$ cat src/hdl/vksd_pkg.sv
package vksd_pkg;

    typedef struct packed {
        logic [7:0] rx_byte;
        logic       more_pending;
    } t_rx;

    typedef struct packed {
        logic [2:0] key_kind;
        logic [7:0] key_value;
    } t_key;

    localparam logic [7:0] C_ESC      = 8'h1B;
    localparam logic [7:0] C_LBRACKET = 8'h5B;
    localparam logic [7:0] C_LETTER_O = 8'h4F;
    localparam logic [7:0] C_TILDE    = 8'h7E;
    localparam logic [7:0] C_ZERO     = 8'h30;
    localparam logic [7:0] C_ONE      = 8'h31;
    localparam logic [7:0] C_TWO      = 8'h32;
    localparam logic [7:0] C_SIX      = 8'h36;
    localparam logic [7:0] C_NINE     = 8'h39;
    localparam logic [7:0] C_UPPER_A  = 8'h41;
    localparam logic [7:0] C_UPPER_D  = 8'h44;
    localparam logic [7:0] C_UPPER_F  = 8'h46;
    localparam logic [7:0] C_UPPER_H  = 8'h48;
    localparam logic [7:0] C_UPPER_P  = 8'h50;
    localparam logic [7:0] C_UPPER_Q  = 8'h51;
    localparam logic [7:0] C_UPPER_R  = 8'h52;
    localparam logic [7:0] C_UPPER_S  = 8'h53;

    localparam logic [3:0] ST_IDLE    = 4'd0;
    localparam logic [3:0] ST_ESC     = 4'd1;
    localparam logic [3:0] ST_BRACKET = 4'd2;
    localparam logic [3:0] ST_O       = 4'd3;
    localparam logic [3:0] ST_DIGIT1  = 4'd4;
    localparam logic [3:0] ST_DIGIT6  = 4'd9;
    localparam logic [3:0] ST_FUNC2   = 4'd10;

    localparam logic [2:0] KIND_CHAR   = 3'd0;
    localparam logic [2:0] KIND_CURSOR = 3'd1;
    localparam logic [2:0] KIND_OKEY   = 3'd2;
    localparam logic [2:0] KIND_EDIT   = 3'd3;
    localparam logic [2:0] KIND_FUNC   = 3'd4;
    localparam logic [2:0] KIND_BAD    = 3'd5;

    localparam logic [1:0] FD_NONE = 2'd0;
    localparam logic [1:0] FD_ONE  = 2'd1;
    localparam logic [1:0] FD_TWO  = 2'd2;

    localparam logic [5:0] FUNC_BELOW = 6'd10;
    localparam logic [5:0] FUNC_ABOVE = 6'd25;

endpackage

$ cat src/hdl/vksd_in_stage.sv
module vksd_in_stage (
    input  logic            i_clk,
    input  logic            i_rst_n,
    input  logic            i_valid,
    output logic            o_ready,
    input  vksd_pkg::t_rx   i_rx,
    output logic            o_valid,
    input  logic            i_take,
    output vksd_pkg::t_rx   o_rx
);

    logic          r_valid;
    logic          n_valid;
    vksd_pkg::t_rx r_rx;

    assign o_ready = !r_valid || i_take;
    assign n_valid = (i_valid && o_ready) || (r_valid && !i_take);

    always_ff @(posedge i_clk) begin
        if (!i_rst_n) begin
            r_valid <= 1'b0;
        end else begin
            r_valid <= n_valid;
        end
    end

    always_ff @(posedge i_clk) begin
        if (i_valid && o_ready) begin
            r_rx <= i_rx;
        end
    end

    assign o_valid = r_valid;
    assign o_rx    = r_rx;

endmodule

$ cat src/hdl/vksd_decode.sv
module vksd_decode (
    input  logic            i_clk,
    input  logic            i_rst_n,
    input  logic            i_fire,
    input  vksd_pkg::t_rx   i_rx,
    output logic            o_emit,
    output vksd_pkg::t_key  o_key
);

    logic [3:0]     r_state;
    logic [1:0]     r_first_digit;
    logic [3:0]     r_second_digit;
    logic [3:0]     n_state;
    logic [1:0]     n_first_digit;
    logic [3:0]     n_second_digit;
    logic           emit;
    vksd_pkg::t_key key;
    logic [7:0]     c;
    logic [5:0]     fx;
    logic           is_digit;

    assign c        = i_rx.rx_byte;
    assign fx       = 6'(r_first_digit) * 6'd10 + 6'(r_second_digit);
    assign is_digit = (c >= vksd_pkg::C_ZERO) && (c <= vksd_pkg::C_NINE);

    always_comb begin
        n_state        = r_state;
        n_first_digit  = r_first_digit;
        n_second_digit = r_second_digit;
        emit           = 1'b0;
        key.key_kind   = vksd_pkg::KIND_BAD;
        key.key_value  = 8'd0;

        priority if (c == vksd_pkg::C_ESC && i_rx.more_pending) begin
            n_state = vksd_pkg::ST_ESC;
        end else if (r_state == vksd_pkg::ST_ESC) begin
            priority if (c == vksd_pkg::C_LBRACKET) begin
                n_state = vksd_pkg::ST_BRACKET;
            end else if (c == vksd_pkg::C_LETTER_O) begin
                n_state = vksd_pkg::ST_O;
            end else begin
                emit = 1'b1;
            end
        end else if (r_state == vksd_pkg::ST_BRACKET) begin
            priority if (c >= vksd_pkg::C_UPPER_A && c <= vksd_pkg::C_UPPER_D) begin
                emit          = 1'b1;
                key.key_kind  = vksd_pkg::KIND_CURSOR;
                key.key_value = c - vksd_pkg::C_UPPER_A;
            end else if (c >= vksd_pkg::C_ONE && c <= vksd_pkg::C_SIX) begin
                n_state = vksd_pkg::ST_DIGIT1 + 4'(c - vksd_pkg::C_ONE);
                if (c == vksd_pkg::C_ONE) begin
                    n_first_digit = vksd_pkg::FD_ONE;
                end else if (c == vksd_pkg::C_TWO) begin
                    n_first_digit = vksd_pkg::FD_TWO;
                end
            end else begin
                emit = 1'b1;
            end
        end else if (r_state == vksd_pkg::ST_O) begin
            emit         = 1'b1;
            key.key_kind = vksd_pkg::KIND_OKEY;
            unique case (c)
                vksd_pkg::C_UPPER_P: key.key_value = 8'd0;
                vksd_pkg::C_UPPER_Q: key.key_value = 8'd1;
                vksd_pkg::C_UPPER_R: key.key_value = 8'd2;
                vksd_pkg::C_UPPER_S: key.key_value = 8'd3;
                vksd_pkg::C_UPPER_H: key.key_value = 8'd4;
                vksd_pkg::C_UPPER_F: key.key_value = 8'd5;
                default: begin
                    key.key_kind  = vksd_pkg::KIND_BAD;
                    key.key_value = 8'd0;
                end
            endcase
        end else if (r_state >= vksd_pkg::ST_DIGIT1 && r_state <= vksd_pkg::ST_DIGIT6) begin
            priority if (c == vksd_pkg::C_TILDE) begin
                emit          = 1'b1;
                key.key_kind  = vksd_pkg::KIND_EDIT;
                key.key_value = 8'(r_state - vksd_pkg::ST_DIGIT1 + 4'd1);
            end else if (is_digit && (r_first_digit == vksd_pkg::FD_ONE
                                      || r_first_digit == vksd_pkg::FD_TWO)) begin
                n_state        = vksd_pkg::ST_FUNC2;
                n_second_digit = 4'(c - vksd_pkg::C_ZERO);
            end else begin
                emit = 1'b1;
            end
        end else if (r_state == vksd_pkg::ST_FUNC2) begin
            emit = 1'b1;
            if (c == vksd_pkg::C_TILDE && fx > vksd_pkg::FUNC_BELOW
                && fx < vksd_pkg::FUNC_ABOVE) begin
                key.key_kind  = vksd_pkg::KIND_FUNC;
                key.key_value = 8'(fx);
            end
        end else begin
            emit          = 1'b1;
            key.key_kind  = vksd_pkg::KIND_CHAR;
            key.key_value = c;
        end

        if (emit) begin
            n_state        = vksd_pkg::ST_IDLE;
            n_first_digit  = vksd_pkg::FD_NONE;
            n_second_digit = 4'd0;
        end
    end

    always_ff @(posedge i_clk) begin
        if (!i_rst_n) begin
            r_state        <= vksd_pkg::ST_IDLE;
            r_first_digit  <= vksd_pkg::FD_NONE;
            r_second_digit <= 4'd0;
        end else if (i_fire) begin
            r_state        <= n_state;
            r_first_digit  <= n_first_digit;
            r_second_digit <= n_second_digit;
        end
    end

    assign o_emit = emit;
    assign o_key  = key;

    a_fd_range: assert property (@(posedge i_clk) disable iff (!i_rst_n)
        r_first_digit != 2'd3)
        else $error("first digit holds an impossible code");

    a_func_has_digit: assert property (@(posedge i_clk) disable iff (!i_rst_n)
        r_state == vksd_pkg::ST_FUNC2 |-> (r_first_digit == vksd_pkg::FD_ONE
                                           || r_first_digit == vksd_pkg::FD_TWO))
        else $error("second function digit without a first digit");

    a_emit_clears: assert property (@(posedge i_clk) disable iff (!i_rst_n)
        i_fire && emit |=> r_state == vksd_pkg::ST_IDLE
                           && r_first_digit == vksd_pkg::FD_NONE
                           && r_second_digit == 4'd0)
        else $error("result did not clear the parser");

    a_sd_range: assert property (@(posedge i_clk) disable iff (!i_rst_n)
        r_second_digit <= 4'd9)
        else $error("second digit out of range");

endmodule

$ cat src/hdl/vksd_out_stage.sv
module vksd_out_stage (
    input  logic            i_clk,
    input  logic            i_rst_n,
    input  logic            i_load,
    output logic            o_can_load,
    input  vksd_pkg::t_key  i_key,
    output logic            o_valid,
    input  logic            i_ready,
    output vksd_pkg::t_key  o_key
);

    logic           r_valid;
    logic           n_valid;
    vksd_pkg::t_key r_key;

    assign o_can_load = !r_valid || i_ready;
    assign n_valid    = i_load || (r_valid && !i_ready);

    always_ff @(posedge i_clk) begin
        if (!i_rst_n) begin
            r_valid <= 1'b0;
        end else begin
            r_valid <= n_valid;
        end
    end

    always_ff @(posedge i_clk) begin
        if (i_load) begin
            r_key <= i_key;
        end
    end

    assign o_valid = r_valid;
    assign o_key   = r_key;

endmodule

$ cat src/hdl/vt100_key_sequence_decoder_top.sv
// channel  valid         ready         payload
// in       i_in_valid    o_in_ready    i_rx_byte, i_more_pending
// out      o_out_valid   i_out_ready   o_key_kind, o_key_value
//
// one byte per cycle sustained unless the output stalls
// path: input register, combinational parser decode, result register
// synchronous active-low reset returns the parser to idle and empties both registers
// a stalled output holds the result; the input keeps taking bytes until both registers fill
module vt100_key_sequence_decoder_top (
    input  logic       i_clk,
    input  logic       i_rst_n,
    input  logic       i_in_valid,
    output logic       o_in_ready,
    input  logic [7:0] i_rx_byte,
    input  logic       i_more_pending,
    output logic       o_out_valid,
    input  logic       i_out_ready,
    output logic [2:0] o_key_kind,
    output logic [7:0] o_key_value
);

    vksd_pkg::t_rx  rx_in;
    vksd_pkg::t_rx  rx_q;
    vksd_pkg::t_key key_d;
    vksd_pkg::t_key key_q;
    logic           rx_valid;
    logic           can_load;
    logic           fire;
    logic           emit;

    assign rx_in.rx_byte      = i_rx_byte;
    assign rx_in.more_pending = i_more_pending;
    assign fire               = rx_valid && can_load;

    vksd_in_stage u_in_stage (
        .i_clk   (i_clk),
        .i_rst_n (i_rst_n),
        .i_valid (i_in_valid),
        .o_ready (o_in_ready),
        .i_rx    (rx_in),
        .o_valid (rx_valid),
        .i_take  (fire),
        .o_rx    (rx_q)
    );

    vksd_decode u_decode (
        .i_clk   (i_clk),
        .i_rst_n (i_rst_n),
        .i_fire  (fire),
        .i_rx    (rx_q),
        .o_emit  (emit),
        .o_key   (key_d)
    );

    vksd_out_stage u_out_stage (
        .i_clk      (i_clk),
        .i_rst_n    (i_rst_n),
        .i_load     (fire && emit),
        .o_can_load (can_load),
        .i_key      (key_d),
        .o_valid    (o_out_valid),
        .i_ready    (i_out_ready),
        .o_key      (key_q)
    );

    assign o_key_kind  = key_q.key_kind;
    assign o_key_value = key_q.key_value;

endmodule
$ cat config.mk
export PLATFORM = sky130hd
export DESIGN_NAME = vt100_key_sequence_decoder_top
export DESIGN_NICKNAME = d
export VERILOG_FILES = /design/src/hdl/vksd_pkg.sv /design/src/hdl/vksd_in_stage.sv /design/src/hdl/vksd_decode.sv /design/src/hdl/vksd_out_stage.sv /design/src/hdl/vt100_key_sequence_decoder_top.sv
export SDC_FILE = /design/constraint.sdc
export NUM_CORES = 1
export LEC_CHECK = 0
export ABC_AREA = 1
export BUFFER_PORTS_ARGS = -buffer_cell sky130_fd_sc_hd__buf_2
export CORE_UTILIZATION = 35
export CTS_BUF_LIST = sky130_fd_sc_hd__clkbuf_16
export DETAILED_ROUTE_END_ITERATION = 7
export PLACE_DENSITY = 0.51
export REMOVE_ABC_BUFFERS = 1
export SYNTH_ARGS = -nofsm -noshare
export SYNTH_HDL_FRONTEND = slang
export SYNTH_SLANG_ARGS = --single-unit
export TNS_END_PERCENT = 5
$ cat constraint.sdc
create_clock -name i_clk -period 3.2 [get_ports i_clk]
set_clock_uncertainty 0.1 [all_clocks]
set_input_delay 0.16 -clock i_clk [delete_from_list [all_inputs] [get_ports i_clk]]
set_output_delay 0.16 -clock i_clk [all_outputs]
set_load 0.02 [all_outputs]
==> reports/qor.txt <==
Max Used Layer - met4
NetSw - 0.329 mW
Total GRT Usage - 17.7%
clk root buf - clkbuf_16
CP Launch Type - flip-flop
CTS tree - done
min Tclk post-route - 2.61 ns
GRT overflow - 0
hold path depth - 3
internal power - 0.828 mW
WS Path Type - reg2reg
worst-path fanout max - 11
Final HPWL DP - 4530 µm
Yosys top cell by area - edfxtp_1
Setup Viol. Count Final - 0
Net Sw Frac - 28.5%
Final #Nets - 375
Mapped Area - 0.00233 mm²
Synth Instances - 307
port bufs - 25
die width - 83.7 µm
RR Endpoint - u_out_stage.o_key[8]
count leader, synth - nand2_1
hold_buf cts - 9
combinational power share - 17.4%
asr flop ratio synth - 0%
slew at the pin closest to its max-slew limit - 0.545 ns
starting density of the core - 36.6%
DRC - 0
syn_area_per_cell - 7.61 µm²
CTS max path bufs - 2
outcome - finished, final reports clean
Seq pwr share - 42.4%
routed wire length - 5810 µm
worst r2r path cells - 10
Max Fclk - 384 MHz
Cell variety after synth - 33
clk sinks - 32
TNS Setup - 0 ns
Final Hold Violating Endpoints - 0
#FFs+latches synth - 32
top cell type's share of synthesized area - 25.7%
Pre-antenna DRT Iters - 4
final max-slew violation count - 0
top cells by area, synth - edfxtp_1 26%, nand2_1 11%, dfxtp_1 10%, ha_1 8.6%, a21oi_1 6.4%
Crit path required time - 3.03 ns
register area share after synthesis - 36.0%
maxcap violations - 0
synth-to-layout area growth - 18.5%
HP Start - i_in_valid
worst vdd ir - 267 µV
CP arrival - 2.43 ns
CP cell instances - inv_1, ha_1, nand2_1, nor2_4, nor2_2, nand2_1, nand3_2, nand2_4, nand3_4, inv_1
CTS resizes - 0
dpl cells - 406
first-pass GRT wire length - 9730 µm
vias in the first global route - 2048
HP Class - in2reg
CTS clock-pin slew for the worst setup and hold paths - 0.05 ns
CP max stage delay - 0.51 ns
WL/cell - 13.7 µm
Inserted Diodes - 0
Synth Flop Type - edfxtp_1
postcts setup bufs - 0
met3 WL - 214 µm
antenna-violating nets left - 0
Synth top cells by count - 69 x nand2_1, 37 x inv_1, 30 x a21oi_1
RSZ-0062 raised after global routing - false
final std cells w/o fill - 423
M1 WL - 2740 µm
final period utilization - 81.4%
chip height - 83.7 µm
H-tree depth - 2
vias per std cell - 5.07
pin count of the biggest net entering global routing - 12
endpoint type of the worst setup path - flip-flop
via count - 2143
Reg-to-Reg Start - u_in_stage.o_rx[1]
YS warnings - 0
number of CTS-inserted buffers - 5
routed wl met2 - 2710 µm
EDFF count, synth - 20
FP Rows - 29
relative slew slack - 63.6%
layout cells sized above 1 - 17.6%
Reg2Reg Setup Slack - 0.59 ns
initial antenna violation count - 0
Core ar. - 0.00639 mm²
io pins - 26
DIE AREA - 0.00700 mm²
critical path's slowest cell - edfxtp_1
gp weighted congestion - 0.865
Pleak - 1.24 nW
PD cells - 418 mW/mm²
sink of the worst hold path - u_in_stage.o_valid
later-pin clock latency in the skew report - 0.28 ns
Iteration-0 DRC Markers - 121
Clk pwr share - 40.2%
## flip-flops by register name, summed over array words and instances (netlist names)
name and cells:
u_out_stage.o_key 11, u_in_stage.o_rx 9, u_decode.r_second_digit 4, u_decode.r_state 4, u_decode.r_first_digit 2, u_in_stage.o_valid 1
u_out_stage.o_valid 1
## placed cells by master (no fill, tap or decap), types with 3 or more instances in the layout
| cell | n |
|---|---|
| inv_1 | 37 |
| nand3_1 | 24 |
| dfxtp_1 | 12 |
| buf_2 | 25 |
| nand2_2 | 6 |
| nand4_1 | 3 |
| edfxtp_1 | 20 |
| nand3_2 | 3 |
| ha_1 | 16 |
| inv_2 | 5 |
| nor2_2 | 5 |
| clkbuf_16 | 5 |
| o211ai_1 | 3 |
| nand2_1 | 69 |
| nor2_1 | 23 |
| nor3_1 | 7 |
| xor2_1 | 3 |
| o21ai_0 | 15 |
| nor2_4 | 3 |
| dlygate4sd3_1 | 9 |
| a21oi_1 | 30 |
## power by group through the flow
stage / sequential, mW / clock [mW] / combinational (mW)
global route: 0.494 / 0.494 / 0.226
global placement: 0.499 / 0 / 0.195
finish: 0.491 / 0.465 / 0.202
CTS: 0.490 / 0.476 / 0.202
detailed placement: 0.499 / 0 / 0.193
floorplan: 0.508 / 0 / 0.125
## stage by stage
step	utilization [%]	instance area (µm²)	hold slack [ns]	setup WS, ns	power [mW]
2_1_floorplan	-	2310	0.159	1.07	0.633
6_report	43.3	2770	0.0250	0.594	1.16
3_3_place_gp	39.7	2530	0.236	0.574	0.694
5_1_grt	43.3	2770	0.0390	0.398	1.21
4_1_cts	43.3	2770	0.0208	0.575	1.17
3_5_place_dp	39.7	2530	0.238	0.589	0.691
## cell type report
type                    count  area (µm²)
well taps                  77        96.3
fillers                   671        3620
multi-input cells         229        1310
repair buffers             34         215
clock inverters             3        18.8
clock buffers               5         125
flip-flops and latches     32         841
inverters                  43         161
## routing by layer
layer / track usage (%) / up-vias
li1: - / 1098
met1: 22.4 / 981
met2: 29.2 / 52
met3: 3.56 / 12
met4: 7.40 / 0
met5: 0 / -
## critical path, delay by kind of cell (launching register included)
kind,cells,cell delay (ns)
adder cells (fa/ha/maj),1,0.28
flip-flops,1,0.51
AND/OR/NAND/NOR,7,0.79
buffers and inverters,2,0.58
## how the worst max path moves through the flow
stage / startpoint / end / cells after the start
after detailed placement: u_in_stage.o_rx[1] / u_out_stage.o_key[5] / 10
after CTS: u_in_stage.o_rx[1] / u_out_stage.o_key[10] / 10
after floorplan: u_in_stage.o_rx[1] / u_out_stage.o_key[0] / 10
after global placement: u_in_stage.o_rx[1] / u_out_stage.o_key[5] / 10
after global routing: u_in_stage.o_rx[1] / u_out_stage.o_key[9] / 10
final: u_in_stage.o_rx[1] / u_out_stage.o_key[8] / 10
## logic make-up after synthesis
group	synth area share [%]
compound gates	13.6
xor+xnor	1.88
fa+ha+maj	9.43
buf+inv	7.88
flops	36.0
simple gates	31.2
Power figures use the tool's default switching activity.
